**config.mk**
```make
export PLATFORM = sky130hd
export DESIGN_NAME = beat_rate_averager
export DESIGN_NICKNAME = d
export VERILOG_FILES = /design/src/sv/bra_pkg.sv /design/src/sv/beat_rate_averager.sv /design/src/sv/bra_ctrl.sv /design/src/sv/bra_datapath.sv
export SDC_FILE = /design/constraint.sdc
export NUM_CORES = 2
export LEC_CHECK = 0
export ABC_AREA = 1
export BUFFER_PORTS_ARGS = -buffer_cell sky130_fd_sc_hd__buf_2
export CAP_MARGIN = 20
export CORE_MARGIN = 2
export CORE_UTILIZATION = 35
export CTS_CLUSTER_DIAMETER = 80
export DETAILED_ROUTE_END_ITERATION = 12
export SLEW_MARGIN = 10
export SYNTH_ARGS = -nofsm -noshare
export SYNTH_HDL_FRONTEND = slang
export SYNTH_SLANG_ARGS = --single-unit
```
**constraint.sdc**
```tcl
create_clock -name i_clk -period 5.87 [get_ports i_clk]
set_input_delay 0.587 -clock i_clk [delete_from_list [all_inputs] [get_ports i_clk]]
set_output_delay 0.587 -clock i_clk [all_outputs]
set_load 0.01 [all_outputs]
```
**src/sv/bra_pkg.sv**
```systemverilog
`default_nettype none
package bra_pkg;

    localparam int unsigned IR_W     = 18;
    localparam int unsigned FLOOR_W  = 8;
    localparam int unsigned CEIL_W   = 10;
    localparam int unsigned TIME_W   = 32;
    localparam int unsigned AVG_W    = 10;
    localparam int unsigned RATE_W   = 8;
    localparam int unsigned CFG_IDX_W = 2;
    localparam int unsigned CFG_DAT_W = 18;
    localparam int unsigned DIV_W    = 16;
    localparam int unsigned DCNT_W   = 4;

    localparam logic [DIV_W-1:0]     MS_PER_MINUTE = 16'd60000;
    localparam logic [RATE_W-1:0]    RATE_MAX      = 8'd255;

    localparam logic [CFG_IDX_W-1:0] CFG_PRESENCE = 2'd0;
    localparam logic [CFG_IDX_W-1:0] CFG_FLOOR    = 2'd1;
    localparam logic [CFG_IDX_W-1:0] CFG_CEILING  = 2'd2;

    localparam logic [IR_W-1:0]      PRESENCE_RST = 18'd5000;
    localparam logic [FLOOR_W-1:0]   FLOOR_RST    = 8'd20;
    localparam logic [CEIL_W-1:0]    CEILING_RST  = 10'd255;

    typedef struct packed {
        logic capture;
        logic period;
        logic mult;
        logic div_init;
        logic set_acc;
        logic div_step;
        logic store;
        logic sum_step;
        logic finish;
        logic load_out;
    } t_ctrl_cmd;

    typedef struct packed {
        logic beat;
        logic in_range;
        logic div_last;
        logic sum_last;
    } t_ctrl_sts;

endpackage
`default_nettype wire

```
**src/sv/beat_rate_averager.sv**
```systemverilog
// channel  | handshake                  | payload
// ---------+----------------------------+------------------------------------------
// cfg      | i_cfg_valid / o_cfg_ready  | i_cfg_index, i_cfg_data
// in       | i_in_valid / o_in_ready    | i_ir_sample, i_beat_seen, i_now_ms
// out      | o_out_valid / i_out_ready  | o_average_q2, o_finger_present, o_beat_accepted
//
// one sample at a time: the input is ready again only after the last result is loaded
// an accepted beat runs a 16-step restoring divide and a ring sum of one entry per cycle
// the result sits in an output register; a stalled output holds the block in its last step
// reset is synchronous: ring, index, last beat time and held mean clear to zero
// configuration is taken every cycle, an index beyond the register list is ignored
`default_nettype none
module beat_rate_averager #(
    parameter int unsigned RING_DEPTH = 4
) (
    input  wire                            i_clk,
    input  wire                            i_rst_n,
    input  wire                            i_cfg_valid,
    output logic                           o_cfg_ready,
    input  wire  [bra_pkg::CFG_IDX_W-1:0]  i_cfg_index,
    input  wire  [bra_pkg::CFG_DAT_W-1:0]  i_cfg_data,
    input  wire                            i_in_valid,
    output logic                           o_in_ready,
    input  wire  [bra_pkg::IR_W-1:0]       i_ir_sample,
    input  wire                            i_beat_seen,
    input  wire  [bra_pkg::TIME_W-1:0]     i_now_ms,
    output logic                           o_out_valid,
    input  wire                            i_out_ready,
    output logic [bra_pkg::AVG_W-1:0]      o_average_q2,
    output logic                           o_finger_present,
    output logic                           o_beat_accepted
);

    bra_pkg::t_ctrl_cmd cmd;
    bra_pkg::t_ctrl_sts sts;

    assign o_cfg_ready = 1'b1;

    bra_ctrl u_ctrl (
        .i_clk       (i_clk),
        .i_rst_n     (i_rst_n),
        .i_in_valid  (i_in_valid),
        .o_in_ready  (o_in_ready),
        .o_out_valid (o_out_valid),
        .i_out_ready (i_out_ready),
        .i_sts       (sts),
        .o_cmd       (cmd)
    );

    bra_datapath #(
        .RING_DEPTH (RING_DEPTH)
    ) u_datapath (
        .i_clk            (i_clk),
        .i_rst_n          (i_rst_n),
        .i_cfg_valid      (i_cfg_valid),
        .i_cfg_index      (i_cfg_index),
        .i_cfg_data       (i_cfg_data),
        .i_ir_sample      (i_ir_sample),
        .i_beat_seen      (i_beat_seen),
        .i_now_ms         (i_now_ms),
        .i_cmd            (cmd),
        .o_sts            (sts),
        .o_average_q2     (o_average_q2),
        .o_finger_present (o_finger_present),
        .o_beat_accepted  (o_beat_accepted)
    );

endmodule
`default_nettype wire

```
**src/sv/bra_ctrl.sv**
```systemverilog
`default_nettype none
module bra_ctrl (
    input  wire                 i_clk,
    input  wire                 i_rst_n,
    input  wire                 i_in_valid,
    output logic                o_in_ready,
    output logic                o_out_valid,
    input  wire                 i_out_ready,
    input  wire bra_pkg::t_ctrl_sts i_sts,
    output bra_pkg::t_ctrl_cmd  o_cmd
);

    typedef enum logic [3:0] {
        S_IDLE,
        S_PERIOD,
        S_MULT,
        S_CHECK,
        S_DIV,
        S_STORE,
        S_SUM,
        S_FINISH,
        S_DONE
    } t_state;

    t_state r_state, n_state;
    logic   r_out_valid, n_out_valid;

    always_comb begin
        o_cmd   = '0;
        n_state = r_state;
        unique case (r_state)
            S_IDLE: begin
                if (i_in_valid) begin
                    o_cmd.capture = 1'b1;
                    n_state       = S_PERIOD;
                end
            end
            S_PERIOD: begin
                if (i_sts.beat) begin
                    o_cmd.period = 1'b1;
                    n_state      = S_MULT;
                end else begin
                    n_state = S_DONE;
                end
            end
            S_MULT: begin
                o_cmd.mult = 1'b1;
                n_state    = S_CHECK;
            end
            S_CHECK: begin
                o_cmd.div_init = 1'b1;
                if (i_sts.in_range) begin
                    o_cmd.set_acc = 1'b1;
                    n_state       = S_DIV;
                end else begin
                    n_state = S_DONE;
                end
            end
            S_DIV: begin
                o_cmd.div_step = 1'b1;
                if (i_sts.div_last) begin
                    n_state = S_STORE;
                end
            end
            S_STORE: begin
                o_cmd.store = 1'b1;
                n_state     = S_SUM;
            end
            S_SUM: begin
                o_cmd.sum_step = 1'b1;
                if (i_sts.sum_last) begin
                    n_state = S_FINISH;
                end
            end
            S_FINISH: begin
                o_cmd.finish = 1'b1;
                n_state      = S_DONE;
            end
            S_DONE: begin
                if (!r_out_valid || i_out_ready) begin
                    o_cmd.load_out = 1'b1;
                    n_state        = S_IDLE;
                end
            end
            default: n_state = S_IDLE;
        endcase
    end

    always_comb begin
        n_out_valid = r_out_valid;
        if (o_cmd.load_out) begin
            n_out_valid = 1'b1;
        end else if (i_out_ready) begin
            n_out_valid = 1'b0;
        end
    end

    always_ff @(posedge i_clk) begin
        if (!i_rst_n) begin
            r_state     <= S_IDLE;
            r_out_valid <= 1'b0;
        end else begin
            r_state     <= n_state;
            r_out_valid <= n_out_valid;
        end
    end

    assign o_in_ready  = (r_state == S_IDLE);
    assign o_out_valid = r_out_valid;

    a_busy_after_accept: assert property (@(posedge i_clk) disable iff (!i_rst_n)
        (i_in_valid && o_in_ready) |=> !o_in_ready)
        else $error("input taken while a sample is in progress");

    a_load_no_overwrite: assert property (@(posedge i_clk) disable iff (!i_rst_n)
        o_cmd.load_out |-> (!r_out_valid || i_out_ready))
        else $error("result overwritten before transfer");

    a_sum_after_store: assert property (@(posedge i_clk) disable iff (!i_rst_n)
        o_cmd.store |=> (r_state == S_SUM))
        else $error("ring sum not started after store");

endmodule
`default_nettype wire

```
**src/sv/bra_datapath.sv**
```systemverilog
`default_nettype none
module bra_datapath #(
    parameter int unsigned RING_DEPTH = 4
) (
    input  wire                                 i_clk,
    input  wire                                 i_rst_n,
    input  wire                                 i_cfg_valid,
    input  wire  [bra_pkg::CFG_IDX_W-1:0]       i_cfg_index,
    input  wire  [bra_pkg::CFG_DAT_W-1:0]       i_cfg_data,
    input  wire  [bra_pkg::IR_W-1:0]            i_ir_sample,
    input  wire                                 i_beat_seen,
    input  wire  [bra_pkg::TIME_W-1:0]          i_now_ms,
    input  wire bra_pkg::t_ctrl_cmd             i_cmd,
    output bra_pkg::t_ctrl_sts                  o_sts,
    output logic [bra_pkg::AVG_W-1:0]           o_average_q2,
    output logic                                o_finger_present,
    output logic                                o_beat_accepted
);

    localparam int unsigned IDX_W  = $clog2(RING_DEPTH);
    localparam int unsigned SUM_W  = bra_pkg::RATE_W + $clog2(RING_DEPTH);
    localparam int unsigned PC_W   = bra_pkg::CEIL_W + bra_pkg::TIME_W;
    localparam int unsigned PF_W   = bra_pkg::FLOOR_W + bra_pkg::TIME_W;
    localparam logic [IDX_W-1:0] LAST_IDX = IDX_W'(RING_DEPTH - 1);
    localparam int unsigned RECIP_SH = 20;
    localparam int unsigned MP_W     = SUM_W + 2 + RECIP_SH;
    localparam logic [RECIP_SH-1:0] RECIP =
        RECIP_SH'((2**RECIP_SH + RING_DEPTH - 1) / RING_DEPTH);

    logic [bra_pkg::IR_W-1:0]    r_presence;
    logic [bra_pkg::FLOOR_W-1:0] r_floor;
    logic [bra_pkg::CEIL_W-1:0]  r_ceiling;

    logic [bra_pkg::IR_W-1:0]    r_ir;
    logic                        r_beat;
    logic [bra_pkg::TIME_W-1:0]  r_now;
    logic [bra_pkg::TIME_W-1:0]  r_last;
    logic [bra_pkg::TIME_W-1:0]  r_period;
    logic [PC_W-1:0]             r_prod_ceil;
    logic [PF_W-1:0]             r_prod_floor;
    logic                        r_accepted;

    logic [bra_pkg::DIV_W:0]     r_rem;
    logic [bra_pkg::DIV_W-1:0]   r_quo;
    logic [bra_pkg::DCNT_W-1:0]  r_dcnt;
    logic                        r_big;

    logic [bra_pkg::RATE_W-1:0]  r_ring [RING_DEPTH];
    logic [IDX_W-1:0]            r_widx;
    logic [IDX_W-1:0]            r_sidx;
    logic [SUM_W-1:0]            r_acc;
    logic [bra_pkg::AVG_W-1:0]   r_held;

    logic [bra_pkg::AVG_W-1:0]   r_avg;
    logic                        r_fp;
    logic                        r_bacc;

    logic [bra_pkg::DIV_W:0]     rem_sh;
    logic                        rem_ge;
    logic [bra_pkg::RATE_W-1:0]  rate;
    logic [MP_W-1:0]             mean_prod;
    logic [SUM_W+1:0]            mean_q2;
    logic                        present;

    always_ff @(posedge i_clk) begin
        if (!i_rst_n) begin
            r_presence <= bra_pkg::PRESENCE_RST;
            r_floor    <= bra_pkg::FLOOR_RST;
            r_ceiling  <= bra_pkg::CEILING_RST;
        end else if (i_cfg_valid) begin
            unique case (i_cfg_index)
                bra_pkg::CFG_PRESENCE: r_presence <= i_cfg_data;
                bra_pkg::CFG_FLOOR:    r_floor    <= i_cfg_data[bra_pkg::FLOOR_W-1:0];
                bra_pkg::CFG_CEILING:  r_ceiling  <= i_cfg_data[bra_pkg::CEIL_W-1:0];
                default: ;
            endcase
        end
    end

    assign rem_sh = {r_rem[bra_pkg::DIV_W-1:0], r_quo[bra_pkg::DIV_W-1]};
    assign rem_ge = (rem_sh >= {1'b0, r_period[bra_pkg::DIV_W-1:0]});

    always_comb begin
        if (r_big) begin
            rate = '0;
        end else if (r_quo > bra_pkg::DIV_W'(bra_pkg::RATE_MAX)) begin
            rate = bra_pkg::RATE_MAX;
        end else begin
            rate = r_quo[bra_pkg::RATE_W-1:0];
        end
    end

    // ring mean by reciprocal multiply, exact over the sum range
    assign mean_prod = MP_W'({r_acc, 2'b00}) * MP_W'(RECIP);
    assign mean_q2   = mean_prod[RECIP_SH +: SUM_W + 2];
    assign present   = (r_ir >= r_presence);

    always_ff @(posedge i_clk) begin
        if (!i_rst_n) begin
            r_last     <= '0;
            r_widx     <= '0;
            r_held     <= '0;
            r_accepted <= 1'b0;
            for (int i = 0; i < RING_DEPTH; i++) begin
                r_ring[i] <= '0;
            end
        end else begin
            if (i_cmd.capture) begin
                r_accepted <= 1'b0;
            end
            if (i_cmd.set_acc) begin
                r_accepted <= 1'b1;
            end
            if (i_cmd.period) begin
                r_last <= r_now;
            end
            if (i_cmd.store) begin
                r_ring[r_widx] <= rate;
                r_widx         <= (r_widx == LAST_IDX) ? '0 : r_widx + 1'b1;
            end
            if (i_cmd.finish) begin
                r_held <= mean_q2[bra_pkg::AVG_W-1:0];
            end
        end
    end

    always_ff @(posedge i_clk) begin
        if (i_cmd.capture) begin
            r_ir   <= i_ir_sample;
            r_beat <= i_beat_seen;
            r_now  <= i_now_ms;
        end
        if (i_cmd.period) begin
            r_period <= r_now - r_last;
        end
        if (i_cmd.mult) begin
            r_prod_ceil  <= PC_W'(r_ceiling) * PC_W'(r_period);
            r_prod_floor <= PF_W'(r_floor) * PF_W'(r_period);
        end
        if (i_cmd.div_init) begin
            r_rem  <= '0;
            r_quo  <= bra_pkg::MS_PER_MINUTE;
            r_dcnt <= '0;
            r_big  <= (r_period[bra_pkg::TIME_W-1:bra_pkg::DIV_W] != '0);
        end else if (i_cmd.div_step) begin
            r_rem  <= rem_ge ? (rem_sh - {1'b0, r_period[bra_pkg::DIV_W-1:0]}) : rem_sh;
            r_quo  <= {r_quo[bra_pkg::DIV_W-2:0], rem_ge};
            r_dcnt <= r_dcnt + 1'b1;
        end
        if (i_cmd.store) begin
            r_acc  <= '0;
            r_sidx <= '0;
        end else if (i_cmd.sum_step) begin
            r_acc  <= r_acc + SUM_W'(r_ring[r_sidx]);
            r_sidx <= r_sidx + 1'b1;
        end
        if (i_cmd.load_out) begin
            r_avg  <= present ? r_held : '0;
            r_fp   <= present;
            r_bacc <= r_accepted;
        end
    end

    assign o_sts.beat     = r_beat;
    assign o_sts.in_range = (r_period != '0)
                          && (PC_W'(bra_pkg::MS_PER_MINUTE) < r_prod_ceil)
                          && (PF_W'(bra_pkg::MS_PER_MINUTE) > r_prod_floor);
    assign o_sts.div_last = (r_dcnt == bra_pkg::DCNT_W'(bra_pkg::DIV_W - 1));
    assign o_sts.sum_last = (r_sidx == LAST_IDX);

    assign o_average_q2     = r_avg;
    assign o_finger_present = r_fp;
    assign o_beat_accepted  = r_bacc;

    a_held_bound: assert property (@(posedge i_clk) disable iff (!i_rst_n)
        r_held <= bra_pkg::AVG_W'(4 * 255))
        else $error("held mean out of range");

    a_index_moves: assert property (@(posedge i_clk) disable iff (!i_rst_n)
        i_cmd.store |=> (r_widx != $past(r_widx)))
        else $error("ring index did not advance on store");

    a_accept_needs_beat: assert property (@(posedge i_clk) disable iff (!i_rst_n)
        i_cmd.set_acc |-> (r_beat && r_period != '0))
        else $error("rate accepted without a beat");

endmodule
`default_nettype wire

```
* Word-level counts from Yosys, hierarchy flattened *
Memory sizes are Yosys's and may differ from the RTL's. A register that Yosys moved wholly into a read port is not among the register bits.
Cells that the tools add are included.

word-level totals
  flip-flop bits (word level) = 312
  memory bits (writable) = 32
  word-level logic and storage cells = 107
  memories kept = 1

memories
  memory             words  width  rd ports  clocked after Yosys merged registers in  write ports  RTL line            source
  u_datapath.r_ring  4      8      1         1                                        4            bra_datapath.sv:48  logic [bra_pkg::RATE_W-1:0] r_ring [RING_DEPTH];

cells by class
  add/sub/neg operators = 6
  $mul = 2
  order comparisons = 5
  equal/unequal tests = 17
  multiplexer cells = 37
  reduce and logical (&&, ||, !) cells = 15

operator list
  operator              count
  $lt 16x42->1 const A  1
  $mul 10x32->42        1
  $gt 16x40->1 const A  1
  $mul 8x32->40         1
  $pmux 4 s9            1
  $reduce_bool 32->1    1
  $sub 32x32->32        1
  $mux 4                6
  $mux 8                3
  $mux 1                21
  $ge 18x18->1          1
  $ge 17x16->1          1
  $eq 4x3->1 const B    4
  $gt 16x8->1 const B   1
  $mux 16               1
  $reduce_bool 16->1    1
  $sub 16x16->16        1
  $add 10x8->10         1
  $mux 2                5
  $eq 4x2->1 const B    2
  $eq 4x4->1 const B    2
  $reduce_or 8->1       1
  $eq 2x2->1 const B    3
  $ne 2x2->1 const B    3
  13 further kinds      18

* Longest topological paths before layout *
  depth in word-level cells = 7
  gate-level depth with buffers = 24
  gate-level depth less buffers = 22

* Modules after synthesis *
From an unflattened synthesis, not the netlist that was laid out.

unflattened totals
  cells, all modules = 4459
  area total of the unflattened synthesis = 34943.5 sq um

by module, submodules not included
  module              times used  cells an instance  area an instance (sq um)  seq. area each (sq um)
  bra_datapath        1           4389               34548.1                   8778.4
  bra_ctrl            1           68                 384.1                     100.1
  beat_rate_averager  1           2                  11.3                      0.0

* Worst setup path before layout *
OpenSTA, ideal clock, no wires.

  path type = reg-to-reg
  start = reg u_datapath.r_period[5] (netlist bit)
  end = reg u_datapath.r_prod_ceil[29], data pin
  setup time = 0.252 ns
  arrival time = 5.002 ns
  required time = 5.618 ns
  slack = 0.616 ns
  stages on the path, launching flop included = 25
  path buffers = 2
  period minus slack after synthesis = 5.254 ns
  path through = edfxtp_1 > clkbuf_1 > buf_1 > nand2_1 > fa_1 > inv_1 > fa_1 > inv_1 > fa_1 > inv_1 > fa_1 > inv_1 > fa_1 > inv_1 > ha_1 > a21oi_1 > o21ai_0 > a21oi_1 > inv_1 > nand2_1 > nand2_1 > nand2_1 > nand2_1 > nand2_1 > nand2_1

on the way
  word-level cells in the longest chain between the ends = 1

ends and longest elaborated chain
  element                   RTL line             source
  start: declaration        bra_datapath.sv:38   logic [bra_pkg::TIME_W-1:0] r_period;
  start signal: assignment  bra_datapath.sv:134  r_period <= r_now - r_last;
  $mul 10x32->42            bra_datapath.sv:137  r_prod_ceil <= PC_W'(r_ceiling) * PC_W'(r_period);
  end signal: assignment    bra_datapath.sv:137
  end: declaration          bra_datapath.sv:39   logic [PC_W-1:0] r_prod_ceil;

Every way passes these cells.
A chain may end at the register's enable or synchronous reset.

* Worst setup path in the final report *
  start = reg u_datapath.r_period[26] (netlist bit)
  end = reg u_datapath.r_prod_ceil[39], data pin

Same word-level chain as after synthesis.

==> results.cfg <==
[routing]
drt_iter0_drc = 2024
routedWlPerCell_um = 15.8
dr_wl_met3_um = 5070
routed_wl_um = 95800
m1WireLength_um = 44200
dr.max_layer_used = met5
viasPerCell = 4.75
num_vias = 28900
ant_nets = 0
dr.pass1.iters = 7
drc = 0
route.met2.wl_um = 44800

[finish]
synthToLayoutAreaGrowth_pct = 10.5
drive_gt1_share_pct = 6.41
nFillCells = 10500
final_cells = 6071
multi_input_area_mm2 = 0.0219
seqCellArea_mm2 = 0.00888
final_nets = 5390
n_antenna_cell = 0

[global_route]
antenna_found_initial = 1
grt_overflow = 0
grt_max_degree = 84
grt_pass1_wl_um = 158000
grt_pass1_vias = 30000
track_usage_pct = 18.9

[critical_path]
critPathMaxFanout = 9
cp.required_ns = 6.22
worst-endpoint-arrival_ns = 5.95
cp-end-kind = register
path_class = register to register
crit_path_start_kind = register

[sta]
finalCritPeriodShare_pct = 95.3
rsz0062_at_grt = no
tightestPinTransition_ns = 0.989
finalCriticalPeriod_ns = 5.60
hold_viol = 0
fmax_ghz = 0.179
final.setup.tns_ns = 0
setup_viol = 0
fin_hold_ws_ns = 0.166
relSlewSlack_pct = 34.0
finalMaxSlewViolations = 0
fin_skew_ns = 0.0320
worst_slack_ns = 0.274

[place]
port_buffers = 89
place.gp.congestion = 0.904
place_ws_ns = 0.265
dp.cells = 5983
hpwl_um = 76200

[yosys]
synthFlopType = edfxtp_1
synth_area_leaders = fa_1, edfxtp_1, nand2_1, inv_1, dfxtp_1
synth_top_area_share_pct = 23.7
synth_common_cells = nand2_1, inv_1, fa_1, nor2_1, a21oi_1
syn_inst = 4628
yosysMostFrequentCell = nand2_1
seq_area_frac_synth_pct = 25.0
yosys.area.top_type = fa_1
synth_cell_types = 48
ys_seq_elements = 341
synth_edf_count = 205
async_reset_ff_share_pct = 0
postSynthAreaPerCell_um2 = 7.68
syn-num-nets = 5338
syn_area_mm2 = 0.0356
synth_warnings = 0

[cts]
clock-sinks = 341
clk_latency_ns = 0.61
cts_root_buf = clkbuf_16
htreeDepth = 2
tritoncts = done
numCtsBuffers = 43
clock_path_buffers = 3
path_clk_slew_ns = 0.06

[flow_run]
cap_violations = 0

[hold_path]
hold_path.class = input port to register

[die]
fp.dieArea_mm2 = 0.104
io_pins = 91
dieWidth_um = 323
core_mm2 = 0.100
rows = 116
initial_core_util_pct = 35.4
die_h_um = 323

[run_status]
status = completed
-- timing repair --
action                                  CTS  global route
resized for setup                         0             1
hold buffers                              0             0
buffers inserted                          0             9
endpoints found under the hold margin     0             0
endpoints found under the setup margin    0             8
-- cell families (layout without fill, tap and decap cells) --
logic type | Yosys count | after routing | share of synthesized area (%)
AO/OA/AOI/OAI | 501 | 501 | 7.70
AND/OR/NAND/NOR | 1807 | 1807 | 20.6
other | 1 | 1 | 0.0105
flip-flops | 341 | 341 | 25.0
buffers and inverters | 1260 | 1346 | 13.4
adder cells (fa/ha/maj) | 634 | 634 | 31.2
XOR/XNOR | 84 | 84 | 2.07
-- metal layers --
| layer | track usage (%) | vias up |
|---|---|---|
| li1 | - | 14100 |
| met1 | 25.8 | 14000 |
| met2 | 31.9 | 690 |
| met3 | 2.69 | 119 |
| met4 | 4.10 | 2 |
| met5 | 0 | - |
-- cells in the final DEF, fill, tap and decap left out, types with 3 or more instances in the layout --
| master | netlist | layout |
|---|---|---|
| xnor2_1 | 20 | 20 |
| nor2_4 | 1 | 4 |
| clkinvlp_4 | 0 | 4 |
| buf_4 | 5 | 85 |
| o21ai_2 | 3 | 3 |
| inv_2 | 4 | 4 |
| clkinv_2 | 0 | 5 |
| nand4_1 | 52 | 52 |
| nor2_1 | 353 | 351 |
| nor2_2 | 4 | 3 |
| a21boi_0 | 12 | 12 |
| xor2_1 | 64 | 64 |
| a21oi_1 | 229 | 229 |
| clkbuf_16 | 0 | 44 |
| dfxtp_1 | 136 | 136 |
| o21ai_0 | 178 | 177 |
| buf_12 | 1 | 10 |
| edfxtp_1 | 205 | 205 |
| nand3_1 | 132 | 131 |
| o21a_1 | 4 | 4 |
| nand3_2 | 17 | 18 |
| fa_1 | 421 | 421 |
| o22ai_1 | 8 | 8 |
| inv_1 | 1078 | 1078 |
| a31oi_1 | 4 | 4 |
| o21bai_1 | 25 | 25 |
| nand3b_1 | 6 | 6 |
| clkbuf_8 | 0 | 3 |
| nor3_1 | 32 | 31 |
| nand2_2 | 9 | 9 |
| nor4_1 | 8 | 7 |
| o21ai_1 | 5 | 6 |
| clkbuf_1 | 127 | 12 |
| buf_2 | 13 | 89 |
| o211ai_1 | 15 | 15 |
| nand2_1 | 1188 | 1188 |
| ha_1 | 213 | 213 |
| a21o_1 | 10 | 10 |
-- registers in the layout (all words and copies together) (netlist names), 16 cells and up, named ones only --
name,cells
u_datapath.r_ir,18
u_datapath.r_prod_floor,35
u_datapath.r_presence,18
u_datapath.r_last,32
u_datapath.r_ring,32
u_datapath.r_quo,16
u_datapath.r_prod_ceil,42
u_datapath.r_now,32
u_datapath.r_rem,16
u_datapath.r_period,32
-- metrics by stage --
stage	area [um^2]	util [%]
floorplan	35600	-
global placement	37800	37.6
detailed placement	37800	37.6
CTS	39200	39.0
global route	39300	39.1
finish	39300	39.1
-- layout make-up --
cell class	instances	area share, %
multi-input cells	3027	55.9
flip-flops and latches	341	22.6
inverters	1083	10.3
well taps	1357	4.32
repair buffers	184	3.27
clock buffers	59	3.02
clock inverters	20	0.599
-- worst paths after layout --
check,start,to,slack (ns),cells past startpoint
max,u_datapath.r_period[26]$_DFFE_PP_,u_datapath.r_prod_ceil[39]$_DFFE_PP_,0.27,19
min,i_now_ms[27],u_datapath.r_now[27]$_DFFE_PP_,0.17,1
max reg2reg,u_datapath.r_period[26]$_DFFE_PP_,u_datapath.r_prod_ceil[39]$_DFFE_PP_,0.27,19
min reg2reg,u_datapath.r_accepted$_SDFFE_PN0P_,u_datapath.o_beat_accepted$_DFFE_PP_,0.42,0
-- critical path: stages, from the launching register on --
cell and delay (ns):
edfxtp_1 0.75, nand2_1 0.17, fa_1 0.56, inv_1 0.05, fa_1 0.51, fa_1 0.44, fa_1 0.57, inv_1 0.06
fa_1 0.54, inv_1 0.05, ha_1 0.42, nand2_1 0.15, nor2_1 0.12, inv_1 0.09, nor2_1 0.19, inv_1 0.08
nor2_1 0.18, nand4_1 0.20, nand4_1 0.14, nand2_1 0.05
Power is left out: the tool's default activity adds up to more than one toggle a clock period on the data nets, which glitch-free logic cannot reach.
